==> config.mk <==
export PLATFORM = sky130hd
export DESIGN_NAME = bitmap_block_pool_allocator
export DESIGN_NICKNAME = d
export VERILOG_FILES = /design/src/design/bbpa_pkg.sv /design/src/design/bitmap_block_pool_allocator.sv
export VERILOG_INCLUDE_DIRS = /design/src /design/src/design
export SDC_FILE = /design/constraint.sdc
export NUM_CORES = 1
export LEC_CHECK = 0
export BUFFER_PORTS_ARGS = -buffer_cell sky130_fd_sc_hd__buf_4
export CAP_MARGIN = 20
export CORE_MARGIN = 8
export CORE_UTILIZATION = 50
export CTS_CLUSTER_DIAMETER = 30
export DETAILED_ROUTE_END_ITERATION = 7
export HOLD_SLACK_MARGIN = 0.05
export MAX_ROUTING_LAYER = met4
export PLACE_DENSITY = 0.67
export SLEW_MARGIN = 20
export SYNTH_ARGS = -nofsm -noshare
export SYNTH_HDL_FRONTEND = slang
export SYNTH_SLANG_ARGS = --single-unit
==> constraint.sdc <==
create_clock -name clk -period 15.5 [get_ports clk]
set_input_delay 1.55 -clock clk [delete_from_list [all_inputs] [get_ports clk]]
set_output_delay 1.55 -clock clk [all_outputs]
set_load 0.05 [all_outputs]
==> src/design/assert_macros.svh <==
`ifndef ASSERT_MACROS_SVH
`define ASSERT_MACROS_SVH

// Assertion helpers, all clocked on the rising edge and quiet during reset.
`ifndef NO_ASSERTIONS
`define BBPA_ASSERT(lbl, clk, rst_n, prop) \
	lbl: assert property (@(posedge clk) disable iff (!rst_n) prop) \
		else $error("bbpa assertion failed");
`define BBPA_NEVER(lbl, clk, rst_n, cond) \
	lbl: assert property (@(posedge clk) disable iff (!rst_n) !(cond)) \
		else $error("bbpa forbidden condition seen");
`else
`define BBPA_ASSERT(lbl, clk, rst_n, prop)
`define BBPA_NEVER(lbl, clk, rst_n, cond)
`endif

`endif

==> src/design/bbpa_pkg.sv <==
package bbpa_pkg;

	localparam int ADDR_W  = 32;
	localparam int SIZE_W  = 16;
	localparam int COUNT_W = 7;
	localparam int ROW_W   = 32;
	localparam int BIT_W   = 5;

	localparam logic CMD_ALLOC = 1'b0;
	localparam logic CMD_FREE  = 1'b1;

	localparam logic [1:0] ST_OK         = 2'd0;
	localparam logic [1:0] ST_ALLOC_FAIL = 2'd1;
	localparam logic [1:0] ST_BAD_FREE   = 2'd2;

	localparam logic [1:0] CFG_POOL_BASE   = 2'd0;
	localparam logic [1:0] CFG_BLOCK_SIZE  = 2'd1;
	localparam logic [1:0] CFG_BLOCK_COUNT = 2'd2;

	typedef struct packed {
		logic              cmd;
		logic [ADDR_W-1:0] req_size;
		logic [ADDR_W-1:0] free_addr;
	} req_t;

	typedef struct packed {
		logic [1:0]        status;
		logic [ADDR_W-1:0] block_addr;
	} rsp_t;

endpackage

==> src/design/bitmap_block_pool_allocator.sv <==
// Fixed-size block pool allocator. The used flags live in a synchronous
// memory of 32-bit rows; each row has a valid flag cleared by reset, so the pool
// starts all free with no clearing pass. One request is worked at a time and gives
// one response word. An oversized allocate goes straight to the response. Any other
// allocate reads the rows in order, a read state and a check state per row, and
// claims the lowest free live block. A free finds the block index with a
// restoring divider that produces one quotient bit per cycle, in
// max(1, clog2(ceil(MAX_BLOCKS/32)))+5 steps, then reads the block's row and clears
// its flag; a rejected free skips the divider. A new request is taken as soon as the
// previous result sits in the output register; while that register holds an unread
// word, the next result waits in the done state.
`include "assert_macros.svh"

module bitmap_block_pool_allocator
	import bbpa_pkg::*;
#(
	parameter int MAX_BLOCKS = 64
) (
	input  logic              clk,
	input  logic              arst_n,
	input  logic              req_valid,
	output logic              req_ready,
	input  req_t              req,
	output logic              rsp_valid,
	input  logic              rsp_ready,
	output rsp_t              rsp,
	input  logic              cfg_we,
	input  logic [1:0]        cfg_idx,
	input  logic [ADDR_W-1:0] cfg_wdata
);

	localparam int ROWS = (MAX_BLOCKS + ROW_W - 1) / ROW_W;
	localparam int RIW  = (ROWS > 1) ? $clog2(ROWS) : 1;
	localparam int BW   = RIW + BIT_W;
	localparam int CW   = BW + 1;
	localparam int OW   = SIZE_W + BW;
	localparam int KW   = $clog2(BW);

	typedef enum logic [3:0] {
		S_IDLE, S_ARD, S_ACHK, S_AADDR, S_FSPAN, S_FCHK, S_FDIV, S_FRD, S_FWR, S_DONE
	} state_t;

	state_t               state_q;
	logic [ADDR_W-1:0]    pool_base_q;
	logic [SIZE_W-1:0]    block_size_q;
	logic [COUNT_W-1:0]   block_count_q;

	logic [ROW_W-1:0]     mem_q [ROWS];
	logic [ROWS-1:0]      row_vld_q;
	logic [ROW_W-1:0]     mem_rd_q;
	logic                 vld_rd_q;

	logic [ADDR_W-1:0]    addr_q;
	logic [RIW-1:0]       row_q;
	logic [SIZE_W+BW-1:0] prod_s1;
	logic [SIZE_W+CW-1:0] span_q;
	logic [ADDR_W:0]      off_q;
	logic [OW-1:0]        rem_q;
	logic [OW-1:0]        dsor_q;
	logic [BW-1:0]        quo_q;
	logic [KW-1:0]        step_q;
	logic [1:0]           status_q;
	logic [ADDR_W-1:0]    res_addr_q;
	logic                 rsp_valid_q;
	rsp_t                 rsp_q;

	logic [CW-1:0]        live_n;
	logic [RIW-1:0]       rd_addr;
	logic [ROW_W-1:0]     row_data;
	logic [ROW_W-1:0]     live_mask;
	logic [ROW_W-1:0]     free_bits;
	logic [BIT_W-1:0]     pick;
	logic                 found;
	logic                 wr_en;
	logic [RIW-1:0]       wr_addr;
	logic [ROW_W-1:0]     wr_data;
	logic                 rsp_free;
	logic                 dsor_fits;

	assign live_n = (32'(block_count_q) > MAX_BLOCKS) ? CW'(MAX_BLOCKS) : CW'(block_count_q);
	assign row_data = vld_rd_q ? mem_rd_q : '0;
	assign rd_addr = (state_q == S_FRD) ? quo_q[BW-1:BIT_W] : row_q;
	assign rsp_free = !rsp_valid_q || rsp_ready;
	assign req_ready = (state_q == S_IDLE);
	assign rsp_valid = rsp_valid_q;
	assign rsp = rsp_q;
	assign dsor_fits = (rem_q >= dsor_q);

	always_comb begin
		for (int j = 0; j < ROW_W; j++) begin
			live_mask[j] = (CW'({row_q, BIT_W'(j)}) < live_n);
		end
		free_bits = ~row_data & live_mask;
		found = |free_bits;
		pick = '0;
		for (int j = ROW_W - 1; j >= 0; j--) begin
			if (free_bits[j]) begin
				pick = BIT_W'(j);
			end
		end
	end

	always_comb begin
		wr_en = 1'b0;
		wr_addr = row_q;
		wr_data = row_data;
		if (state_q == S_ACHK && found) begin
			wr_en = 1'b1;
			wr_data[pick] = 1'b1;
		end else if (state_q == S_FWR) begin
			wr_en = 1'b1;
			wr_addr = quo_q[BW-1:BIT_W];
			wr_data[quo_q[BIT_W-1:0]] = 1'b0;
		end
	end

	always_ff @(posedge clk) begin
		mem_rd_q <= mem_q[rd_addr];
		if (wr_en) begin
			mem_q[wr_addr] <= wr_data;
		end
	end

	always_ff @(posedge clk or negedge arst_n) begin
		if (!arst_n) begin
			row_vld_q <= '0;
			vld_rd_q <= 1'b0;
		end else begin
			vld_rd_q <= row_vld_q[rd_addr];
			if (wr_en) begin
				row_vld_q[wr_addr] <= 1'b1;
			end
		end
	end

	always_ff @(posedge clk or negedge arst_n) begin
		if (!arst_n) begin
			pool_base_q <= '0;
			block_size_q <= SIZE_W'(64);
			block_count_q <= COUNT_W'(64);
		end else if (cfg_we) begin
			unique case (cfg_idx)
				CFG_POOL_BASE:   pool_base_q <= cfg_wdata;
				CFG_BLOCK_SIZE:  block_size_q <= cfg_wdata[SIZE_W-1:0];
				CFG_BLOCK_COUNT: block_count_q <= cfg_wdata[COUNT_W-1:0];
				default: ;
			endcase
		end
	end

	always_ff @(posedge clk or negedge arst_n) begin
		if (!arst_n) begin
			state_q <= S_IDLE;
			rsp_valid_q <= 1'b0;
		end else begin
			if (state_q == S_DONE && rsp_free) begin
				rsp_valid_q <= 1'b1;
			end else if (rsp_ready) begin
				rsp_valid_q <= 1'b0;
			end
			unique case (state_q)
				S_IDLE: begin
					if (req_valid) begin
						addr_q <= req.free_addr;
						row_q <= '0;
						res_addr_q <= '0;
						if (req.cmd == CMD_FREE) begin
							state_q <= S_FSPAN;
						end else if (req.req_size > ADDR_W'(block_size_q)) begin
							status_q <= ST_ALLOC_FAIL;
							state_q <= S_DONE;
						end else begin
							state_q <= S_ARD;
						end
					end
				end
				S_ARD: begin
					state_q <= S_ACHK;
				end
				S_ACHK: begin
					if (found) begin
						prod_s1 <= (SIZE_W + BW)'(block_size_q) * (SIZE_W + BW)'({row_q, pick});
						state_q <= S_AADDR;
					end else if (row_q == RIW'(ROWS - 1)) begin
						status_q <= ST_ALLOC_FAIL;
						state_q <= S_DONE;
					end else begin
						row_q <= row_q + 1'b1;
						state_q <= S_ARD;
					end
				end
				S_AADDR: begin
					res_addr_q <= pool_base_q + ADDR_W'(prod_s1);
					status_q <= ST_OK;
					state_q <= S_DONE;
				end
				S_FSPAN: begin
					span_q <= (SIZE_W + CW)'(block_size_q) * (SIZE_W + CW)'(live_n);
					off_q <= {1'b0, addr_q} - {1'b0, pool_base_q};
					state_q <= S_FCHK;
				end
				S_FCHK: begin
					rem_q <= off_q[OW-1:0];
					dsor_q <= OW'(block_size_q) << (BW - 1);
					quo_q <= '0;
					step_q <= KW'(BW - 1);
					if (addr_q == '0 || off_q[ADDR_W] || off_q >= (ADDR_W + 1)'(span_q)) begin
						status_q <= ST_BAD_FREE;
						state_q <= S_DONE;
					end else begin
						state_q <= S_FDIV;
					end
				end
				S_FDIV: begin
					if (dsor_fits) begin
						rem_q <= rem_q - dsor_q;
					end
					quo_q <= {quo_q[BW-2:0], dsor_fits};
					dsor_q <= dsor_q >> 1;
					step_q <= step_q - 1'b1;
					if (step_q == '0) begin
						state_q <= S_FRD;
					end
				end
				S_FRD: begin
					state_q <= S_FWR;
				end
				S_FWR: begin
					status_q <= ST_OK;
					state_q <= S_DONE;
				end
				S_DONE: begin
					if (rsp_free) begin
						rsp_q.status <= status_q;
						rsp_q.block_addr <= res_addr_q;
						state_q <= S_IDLE;
					end
				end
				default: begin
					state_q <= S_IDLE;
				end
			endcase
		end
	end

	`BBPA_ASSERT(a_pick_free, clk, arst_n, (state_q == S_ACHK && found) |-> free_bits[pick])
	`BBPA_ASSERT(a_quo_live, clk, arst_n, (state_q == S_FRD) |-> (CW'(quo_q) < live_n))
	`BBPA_ASSERT(a_req_busy, clk, arst_n, (req_valid && req_ready) |=> (state_q != S_IDLE))
	`BBPA_NEVER(a_bad_status, clk, arst_n, rsp_valid_q && rsp_q.status == 2'd3)

endmodule
* Word level (Yosys, flattened, before mapping)
Memories as Yosys holds them, arrays and structs flattened. A register that Yosys moved wholly into a read port is not among the register bits.
Index checks and enable logic that the tools add are counted.
** Cells by class
- Add/sub/neg operators :: 5
- $mul :: 2
- Divide/modulo/power cells :: 0
- Magnitude comparators :: 43
- Equality and inequality tests :: 20
- Shifts and indexed selects :: 0
- Multiplexer cells :: 80
- Bitwise logic cells :: 6
- Reductions and logical operators :: 33
** Operator list (count)
- 6-bit by 7-bit < comparator with 1-bit output :: 32
- 5-bit two-way mux :: 32
- 32-bit two-way mux :: 4
- 22-bit one-hot mux with 2 select lines :: 2
- 32-bit AND :: 2
- 32-bit inverter :: 2
- 32-bit one-hot mux with 2 select lines :: 1
- 4-bit one-hot mux with 9 select lines :: 1
- 33-bit by 23-bit greater-or-equal comparator with 1-bit output :: 1
- 32-bit by 32-bit subtractor with 33-bit output :: 1
- 32-bit by 22-bit adder with 32-bit output :: 1
- 32-bit by 16-bit > comparator with 1-bit output :: 1
- 32-bit zero test :: 1
- 4-bit two-way mux :: 8
- 32-bit bitwise OR :: 1
- 32-bit OR reduction :: 1
- 16-bit by 7-bit multiplier with 23-bit output :: 1
- 22-bit greater-or-equal comparator :: 1
- 16-bit by 6-bit multiplier with 22-bit output :: 1
- 22-bit two-way mux :: 1
- 22-bit subtractor :: 1
- 3-bit AND reduction :: 6
- 1-bit two-way mux :: 17
- 4-bit by 3-bit == test with 1-bit output, second input constant :: 4
- 35 further kinds :: 66
** Word-level totals
- Bits in registers :: 295
- Bits in latches :: 0
- RAM bits :: 64
- ROM bits :: 0
- Input bits :: 104
- Output and inout bits :: 36
- Memories :: 1
** Memory list
- mem_q :: depth 2, bits a word 32, rd ports 1, clocked after memory_dff 1, wr ports 1, line bitmap_block_pool_allocator.sv:48 : logic [ROW_W-1:0] mem_q [ROWS];

* Depth between registers and ports, before layout
Gate-level depths: netlist of run 1.
- Depth after elaboration :: 42
- Mapped depth :: 35
- Mapped depth without buffers :: 27

* Least setup slack after synthesis of run 1
Ideal clock, no wire load.
- Path type :: register -> register
- From :: register block_count_q[6]
- To :: register prod_s1[20] (data pin)
- Setup time :: 0.266 ns
- Data arrival time :: 7.329 ns
- Path slack :: 7.905 ns
- Stages on the path, launching flop included :: 33
- Period minus slack after synthesis :: 7.595 ns
- Cells stage by stage :: dfstp_2 > buf_6 > buf_6 > buf_2 > clkbuf_1 > nor2b_1 > clkbuf_1 > clkbuf_1 > ha_1 > buf_2 > nand2b_1 > o41ai_1 > a21oi_1 > a311o_1 > a2111oi_0 > a21oi_1 > buf_2 > clkbuf_1 > and2_1 > fa_1 > fa_1 > inv_1 > fa_1 > inv_1 > ha_1 > or2_2 > o31a_1 > o211ai_1 > o21ai_0 > nor4_1 > o31ai_1 > o41ai_1 > xnor2_1
** Between the ends
- Longest elaborated chain between the ends :: 37
** Ends and longest elaborated chain
- from (decl) :: line bitmap_block_pool_allocator.sv:46 : logic [COUNT_W-1:0] block_count_q;
- from (signal assigned) :: line bitmap_block_pool_allocator.sv:145 : CFG_BLOCK_COUNT: block_count_q <= cfg_wdata[COUNT_W-1:0];
- 7-bit > comparator :: line bitmap_block_pool_allocator.sv:80 : assign live_n = (32'(block_count_q) > MAX_BLOCKS) ? CW'(MAX_BLOCKS) : CW'(block_count_q);
- 7-bit two-way mux * :: line bitmap_block_pool_allocator.sv:80
- 6-bit by 7-bit < comparator with 1-bit output :: line bitmap_block_pool_allocator.sv:91 : live_mask[j] = (CW'({row_q, BIT_W'(j)}) < live_n);
- 32-bit AND * :: line bitmap_block_pool_allocator.sv:93 : free_bits = ~row_data & live_mask;
- 5-bit two-way mux (31 in series) :: line bitmap_block_pool_allocator.sv:97 : if (free_bits[j]) begin
- 5-bit two-way mux * :: line bitmap_block_pool_allocator.sv:97
- 16-bit by 6-bit multiplier with 22-bit output * :: line bitmap_block_pool_allocator.sv:182 : prod_s1 <= (SIZE_W + BW)'(block_size_q) * (SIZE_W + BW)'({row_q, pick});
- to (signal assigned) :: line bitmap_block_pool_allocator.sv:182
- to (decl) :: line bitmap_block_pool_allocator.sv:55 : logic [SIZE_W+BW-1:0] prod_s1;
Mark *: on every way between the ends. The rest lies on a longest branch, timed or not.
A chain may end at the register's enable or synchronous reset.

* Worst setup path in the final report of run 1
- From :: register block_count_q[6]
- To :: register prod_s1[21] (data pin)
Same word-level chain as after synthesis.

==> impl_metrics.tcl, run 1 <==
set metrics [dict create \
    met3_wirelength_um 4768 \
    ctsHoldBuffers 0 \
    routed-wl-met2_um 36380 \
    power.share.switching_pct 37.52 \
    cellPowerDensity_mw_per_mm2 184.3 \
    avgSynthCellArea_sq_um 10.38 \
    mappedNetlistNets 2935 \
    cts_htree_levels 3 \
    timing.final.setup_violations 0 \
    gpl.final_weighted_congestion 0.9134 \
    port-buffer-count 139 \
    net_count_of_the_finished_layout 3101 \
    power.switching_mw 2.126 \
    post_route_cells_drive_above_1_share_pct 15.00 \
    die-area_sq_mm 0.05976 \
    clk_latency_ns 0.61 \
    hold_violations 0 \
    number_of_antenna_violations_at_the_first_check_in_global_routing 0 \
    timing.setup.critical_path_class "flip-flop to flip-flop" \
    grt_pass1_wl_um 115800 \
    max-clock-path-buffers 3 \
    ys_async_sr_fraction_pct 16.15 \
    cts.sink_count 390 \
    grt_pass1_vias 20240 \
    pwr-share-comb_pct 41.2 \
    cap_violations 0 \
    route.final.wire_length_um 75720 \
    synthesis.instances 2513 \
    clock_power_share_pct 31.2 \
    synthTopCellsByArea "edfxtp_1 (34%), fa_1 (9.9%), ha_1 (9.1%)" \
    synth_top_area_share_pct 33.95 \
    synth-edff-count 295 \
    synth_largest_area_cell "edfxtp_1" \
    drc 0 \
    dp_worst_setup_slack_ns 7.746 \
    required_arrival_time_at_the_worst_endpoint_ns 15.84 \
    global_route.usage.total_pct 25.66 \
    tritoncts "done" \
    synth_sequential_area_ratio_pct 42.45 \
    min_period_over_period_pct 51.11 \
    cts.root.buffer_cell "clkbuf_16" \
    grt_max_degree 64 \
    critPathSlowestCell "ha_1" \
    die_width_um 244.5 \
    ys_warn_count 0 \
    floorplan.core_area_sq_mm 0.05151 \
    rsz_0062_raised_after_global_routing "no" \
    cts_resized 0 \
    critPathCaptureType "flip-flop" \
    holdCritPathClass "flip-flop to flip-flop" \
    clock.fmax_mhz 126.2 \
    cts-buffers-inserted 84 \
    critical_path.max_fanout 18 \
    most_repeated_cell_in_the_gate_level_netlist_after_synthesis "edfxtp_1" \
    status "finished, final reports clean" \
    critPathArrivalTime_ns 8.27 \
    timing.slew.headroom_pct 31.84 \
    worst-slew-pin-transition_ns 1.019 \
    slew_viol_final 0 \
    count_of_standard_cell_rows 83 \
    grt_overflow_total 0 \
    detailroute.via_count 19850 \
    first_pass_iters 5 \
    yosys_most_used_dff "edfxtp_1" \
    antennaDiodeCount 0 \
    netlist-cell-type-count 103 \
    syn2layout_area_growth_pct 17.83 \
    die_height_um 244.5 \
    remaining_antenna_violation_count_after_routing 0 \
    setup.worst_path.start_class "flip-flop" \
    total_leakage_power_nw 13.09 \
    worst_setup_hold_path_clk_slew_ns 0.05 \
    fin_crit_ns 7.922 \
    seq_power_share_pct 27.7 \
    crit_top_cell "fa_1" \
    dr.max_layer_used "met4" \
    mappedNetlistArea_sq_mm 0.02610 \
    dp_hpwl_um 57340 \
    ios 140 \
    cts_setup_buffers 0 \
    wl_per_cell_um 22.10 \
    vias_per_cell 5.792 \
    timing.critical_path.slowest_cell_delay_ns 0.65 \
    post-route-worst-setup-slack_ns 7.578 \
    worst_clock_skew_ns 0.02455 \
    drt-initial-drc-count 1727 \
    setup_total_negative_slack_ns 0 \
    internal_power_mw 3.540 \
    yosys-top-cells-count "edfxtp_1 (295), inv_1 (271), nand2_1 (258)" \
    irDropWorstVdd_uv 111.4 \
    detail_route.wirelength.met1_um 31840 \
    starting_density_of_the_core_pct 50.66 \
    flops_latches_synth 390 \
]
-- worst paths after layout --
path | from | end | slack (ns) | cells past startpoint
max | block_count_q[6] | prod_s1[21] | 7.58 | 25
min | res_addr_q[7] | rsp[7] | 0.41 | 0
max reg2reg | block_count_q[6] | prod_s1[21] | 7.58 | 25
min reg2reg | res_addr_q[7] | rsp[7] | 0.41 | 0
max in group asynchronous | arst_n | block_size_q[0] | 13.50 | 2
min in group asynchronous | arst_n | state_q[3] | 0.89 | 1
-- power by group through the flow --
stage / Combinational [mW] / Sequential (mW) / Clock, mW
after floorplan: 1.72 / 1.52 / 0
after global placement: 2.25 / 1.58 / 0
after detailed placement: 2.30 / 1.58 / 0
after CTS: 2.32 / 1.57 / 1.78
after global routing: 2.61 / 1.58 / 1.83
final: 2.33 / 1.57 / 1.77
-- through the flow --
stage / cells / instance area, sq um / utilization (%) / hold slack (ns) / power (mW)
after floorplan: 2513 / 26100 / - / 0.4003 / 3.236
after global placement: 3271 / 27860 / 54.09 / 0.4006 / 3.831
after detailed placement: 3271 / 27860 / 54.09 / 0.4054 / 3.884
after CTS: 3424 / 30690 / 59.58 / 0.4151 / 5.676
after global routing: 3426 / 30750 / 59.69 / 0.4145 / 6.024
final: 3426 / 30750 / 59.69 / 0.4088 / 5.666
-- cells in the final DEF (no fill, tap or decap), types with 10 or more instances in the layout --
cell          n
nand3_1      39
clkinv_1     12
clkinvlp_4   15
a21o_1       36
nand2_1     258
o31ai_1      16
fa_1        129
mux2_2       57
a211oi_1     13
or2_2        13
a21boi_0     10
or3_1        18
nor4_1       19
xnor2_1      61
a31oi_1      12
o21ai_0     138
o211ai_1     27
edfxtp_1    295
xor2_1       27
nor3_1       51
o21a_1       27
dfxtp_1      32
o22ai_1      18
dfrtp_1      61
inv_1       271
nor2_1      158
and2_1       75
clkbuf_1     11
nand4_1      13
o21ai_1      17
clkbuf_16    87
buf_4       163
nor2b_1      27
a21oi_1     119
and3_1       21
ha_1        189
nand2b_1     23
-- critical path, delay by kind of cell, from the launching register on --
family,cells,cell delay (ns)
and+or+nand+nor,6,1.73
buffers and inverters,2,0.25
AOI/OAI and AO/OA,11,2.49
adders and majority gates,5,2.48
xor gates and xnor gates,1,0.14
DFF,1,0.52
-- state kept, by name, indices dropped and copies added (netlist names) --
register and flops:
mem_q 64, rsp 34, off_q 33, addr_q 32
mem_rd_q 32, pool_base_q 32, res_addr_q 32, span_q 23
prod_s1 22, rem_q 22, dsor_q 21, block_size_q 16
block_count_q 7, quo_q 6, state_q 4, step_q 3
row_vld_q 2, status_q 2, row_q 1, rsp_valid 1
vld_rd_q 1
-- cells by family after synthesis --
| kind of cell | share of synthesized area (%) |
|---|---|
| buffers and inverters | 5.317 |
| adders and majority gates | 18.96 |
| AOI/OAI and AO/OA | 12.97 |
| and+or+nand+nor | 14.85 |
| DFF | 42.45 |
| xor gates and xnor gates | 2.954 |
| muxes | 2.498 |
-- routing by layer --
layer	up-vias	GRT usage, %
met4	0	9.499
met5	-	-
met2	702	41.46
met1	9762	32.15
li1	9215	-
met3	166	4.665
-- cell type report --
| cell class | count | area (sq um) |
|---|---|---|
| well taps | 680 | 850.8 |
| repair buffers | 165 | 1279 |
| flip-flops and latches | 390 | 11080 |
| fillers | 4330 | 20760 |
| clock buffers | 101 | 2260 |
| multi-input cells | 1765 | 13680 |
| clock inverters | 52 | 570.5 |
| inverters | 273 | 1025 |
No activity file was read; power rests on OpenSTA's default activity.
==> run 2, diff against run 1 <==
==> constraint.sdc (replaced) <==
create_clock -name clk -period 7.5 [get_ports clk]
set_input_delay 0.75 -clock clk [delete_from_list [all_inputs] [get_ports clk]]
set_output_delay 0.75 -clock clk [all_outputs]
set_load 0.05 [all_outputs]
==> run 2 against run 1 <==
Net effect:
- combinational power grew 110%
- critical path depth shrank 2
- sequential power grew 110%
- clock-buffer cell count shrank 3
- register-to-register slack lost 7.3 ns
- non-clock buffer count grew 18
- total power grew 110%
- critical path type unchanged
==> impl_metrics.tcl, run 2 (same netlist as run 1, synthesis figures left out) <==
set metrics [dict create \
    status "finished, final reports clean" \
    regMostFlops "mem_q" \
    gpl.final_weighted_congestion 0.9455 \
    critPathCapture "prod_s1[21]" \
    syn2layout_area_growth_pct 19.66 \
    reg2reg_depth 23 \
    worst_setup_hold_path_clk_slew_ns 0.05 \
    critPathArrivalTime_ns 7.53 \
    clock.fmax_mhz 138.7 \
    net_count_of_the_finished_layout 3120 \
    cts.root.buffer_cell "clkbuf_16" \
    critical_path.max_fanout 12 \
    grt_overflow_total 0 \
    cap_violations 0 \
    cts-buffers-inserted 85 \
    final_common_cell "edfxtp_1" \
    design_power_total_mw 12.09 \
    floorplan.core_area_sq_mm 0.05151 \
    setup.worst_path.start_class "flip-flop" \
    port-buffer-count 139 \
    dp_hpwl_um 58330 \
    post_route_cells_drive_above_1_share_pct 16.00 \
    critical_path.n_buffers_inverters 1 \
    clk_latency_ns 0.63 \
    mostFrequentLayoutCells "edfxtp_1 (295), inv_1 (271), nand2_1 (258), ha_1 (188), buf_4 (178)" \
    drt-initial-drc-count 1581 \
    global_route.usage.total_pct 25.61 \
    critPathSlowestCell "o41ai_2" \
    r2r_end "prod_s1[21]" \
    cts.sink_count 390 \
    final_cells 3450 \
    die_height_um 244.5 \
    grt_max_degree 64 \
    holdCritPathClass "primary input to asynchronous set/reset pin" \
    crit_cells 23 \
    cellPowerDensity_mw_per_mm2 387.2 \
    flip_flop_count_of_the_largest_register_all_copies_and_words_added 64 \
    register_to_register_setup_slack_ns 0.29 \
    critPathCaptureType "flip-flop" \
    numPlacedInstances 3287 \
    required_arrival_time_at_the_worst_endpoint_ns 7.82 \
    remaining_antenna_violation_count_after_routing 0 \
    final.fill_count 4243 \
    crit_start "block_count_q[6]" \
    fin_crit_ns 7.207 \
    timing.setup.critical_path_class "flip-flop to flip-flop" \
    crit_chain "nor2b_1, ha_2, nand2b_1, o41ai_2, a21oi_1, a311o_1, a2111oi_0, a21oi_2, nand2_1, fa_1, fa_1, fa_1, inv_1, ha_1, nor2b_1, o21a_1, o31ai_1, a21oi_1, a41o_1, o211ai_1, and4b_1, a21oi_1, xor2_1" \
    total_leakage_power_nw 13.35 \
    worst-slew-pin-transition_ns 0.9960 \
    timing.critical_path.slowest_cell_delay_ns 0.55 \
    die-area_sq_mm 0.05976 \
    route.final.wire_length_um 75500 \
    grt_pass1_wl_um 116000 \
    count_of_standard_cell_rows 83 \
    ctsHoldBuffers 0 \
    starting_density_of_the_core_pct 50.66 \
    number_of_antenna_violations_at_the_first_check_in_global_routing 0 \
    worst_clock_skew_ns 0.05779 \
    multi_input_area_sq_mm 0.01373 \
    hold_violations 0 \
    cts_htree_levels 3 \
    drc 0 \
    ios 140 \
    grt_pass1_vias 20260 \
    irDropWorstVdd_uv 282.1 \
    die_width_um 244.5 \
    post_dp_cell_area_sq_mm 0.02800 \
    tritoncts "done" \
    vias_per_cell 5.767 \
    slew_viol_final 0 \
    first_pass_iters 7 \
    min_period_over_period_pct 96.10 \
    timing.slew.headroom_pct 33.60 \
    max-clock-path-buffers 3 \
    rr_startpoint "block_count_q[6]" \
    fin_area_sq_mm 0.03122 \
    wl_per_cell_um 21.88 \
    worst_path_dominant_cell_family "compound AO/OA/AOI/OAI gates" \
    seqCellArea_sq_mm 0.01108 \
    timing.final.setup_violations 0 \
    final_core_utilization_pct 60.62 \
    detailroute.via_count 19900 \
]
## run 2: per-stage QoR
stage	setup TNS, ns	setup WS (ns)	hold WS [ns]
2_1_floorplan	0	0.02355	0.4003
3_3_place_gp	0	0.1669	0.4012
3_5_place_dp	-0.07512	-0.06269	0.4045
4_1_cts	0	0.08573	0.1409
5_1_grt	-0.05751	-0.03739	0.1637
6_report	0	0.2926	0.1472
## run 2: where the power goes
group	leakage (nW)	internal, mW	switching [mW]	total [mW]
Sequential	3.72	2.95	0.298	3.25
Combinational	8.15	1.95	2.90	4.86
Clock	1.48	2.71	1.28	3.98
## run 2: worst min-delay path by stage
stage / startpoint / end / slack (ns) / cells after the start
6_report: arst_n / rsp_valid / 0.15 / 1
5_1_grt: arst_n / rsp_valid / 0.16 / 1
4_1_cts: arst_n / rsp_valid / 0.14 / 1
3_5_place_dp: res_addr_q[8] / rsp[8] / 0.40 / 0
3_3_place_gp: res_addr_q[28] / rsp[28] / 0.40 / 0
2_1_floorplan: res_addr_q[0] / rsp[0] / 0.40 / 0
## run 2: timing repair
| item | in CTS | in global routing |
|---|---|---|
| pin swaps | 0 | 2 |
| endpoints found under the setup margin | 2 | 6 |
| setup buffers | 0 | 2 |
| gates resized for setup | 2 | 8 |
## run 2: layer usage
metal	GRT usage, %	up-vias	wire length [um]
li1	-	9244	-
met1	32.77	9859	33050
met2	41.14	654	35630
met3	4.687	139	4666
met4	8.202	0	2155
met5	-	-	0
## run 2: final cells by class
type	instances	area share, %
repair buffers	183	4.620
clock buffers	98	7.133
flip-flops and latches	390	35.48
multi-input cells	1765	43.97
inverters	273	3.282
well taps	680	2.725
clock inverters	59	2.781
diodes	2	0.01603
## run 2: worst reg2reg max path, delay by kind of cell (launching register included)
| kind | cells | cell delay (ns) |
|---|---|---|
| AND/OR/NAND/NOR | 5 | 0.83 |
| adder cells (fa/ha/maj) | 5 | 2.22 |
| AO/OA/AOI/OAI | 11 | 3.17 |
| XOR/XNOR | 1 | 0.14 |
| flip-flops | 1 | 0.52 |
| buffers and inverters | 1 | 0.05 |
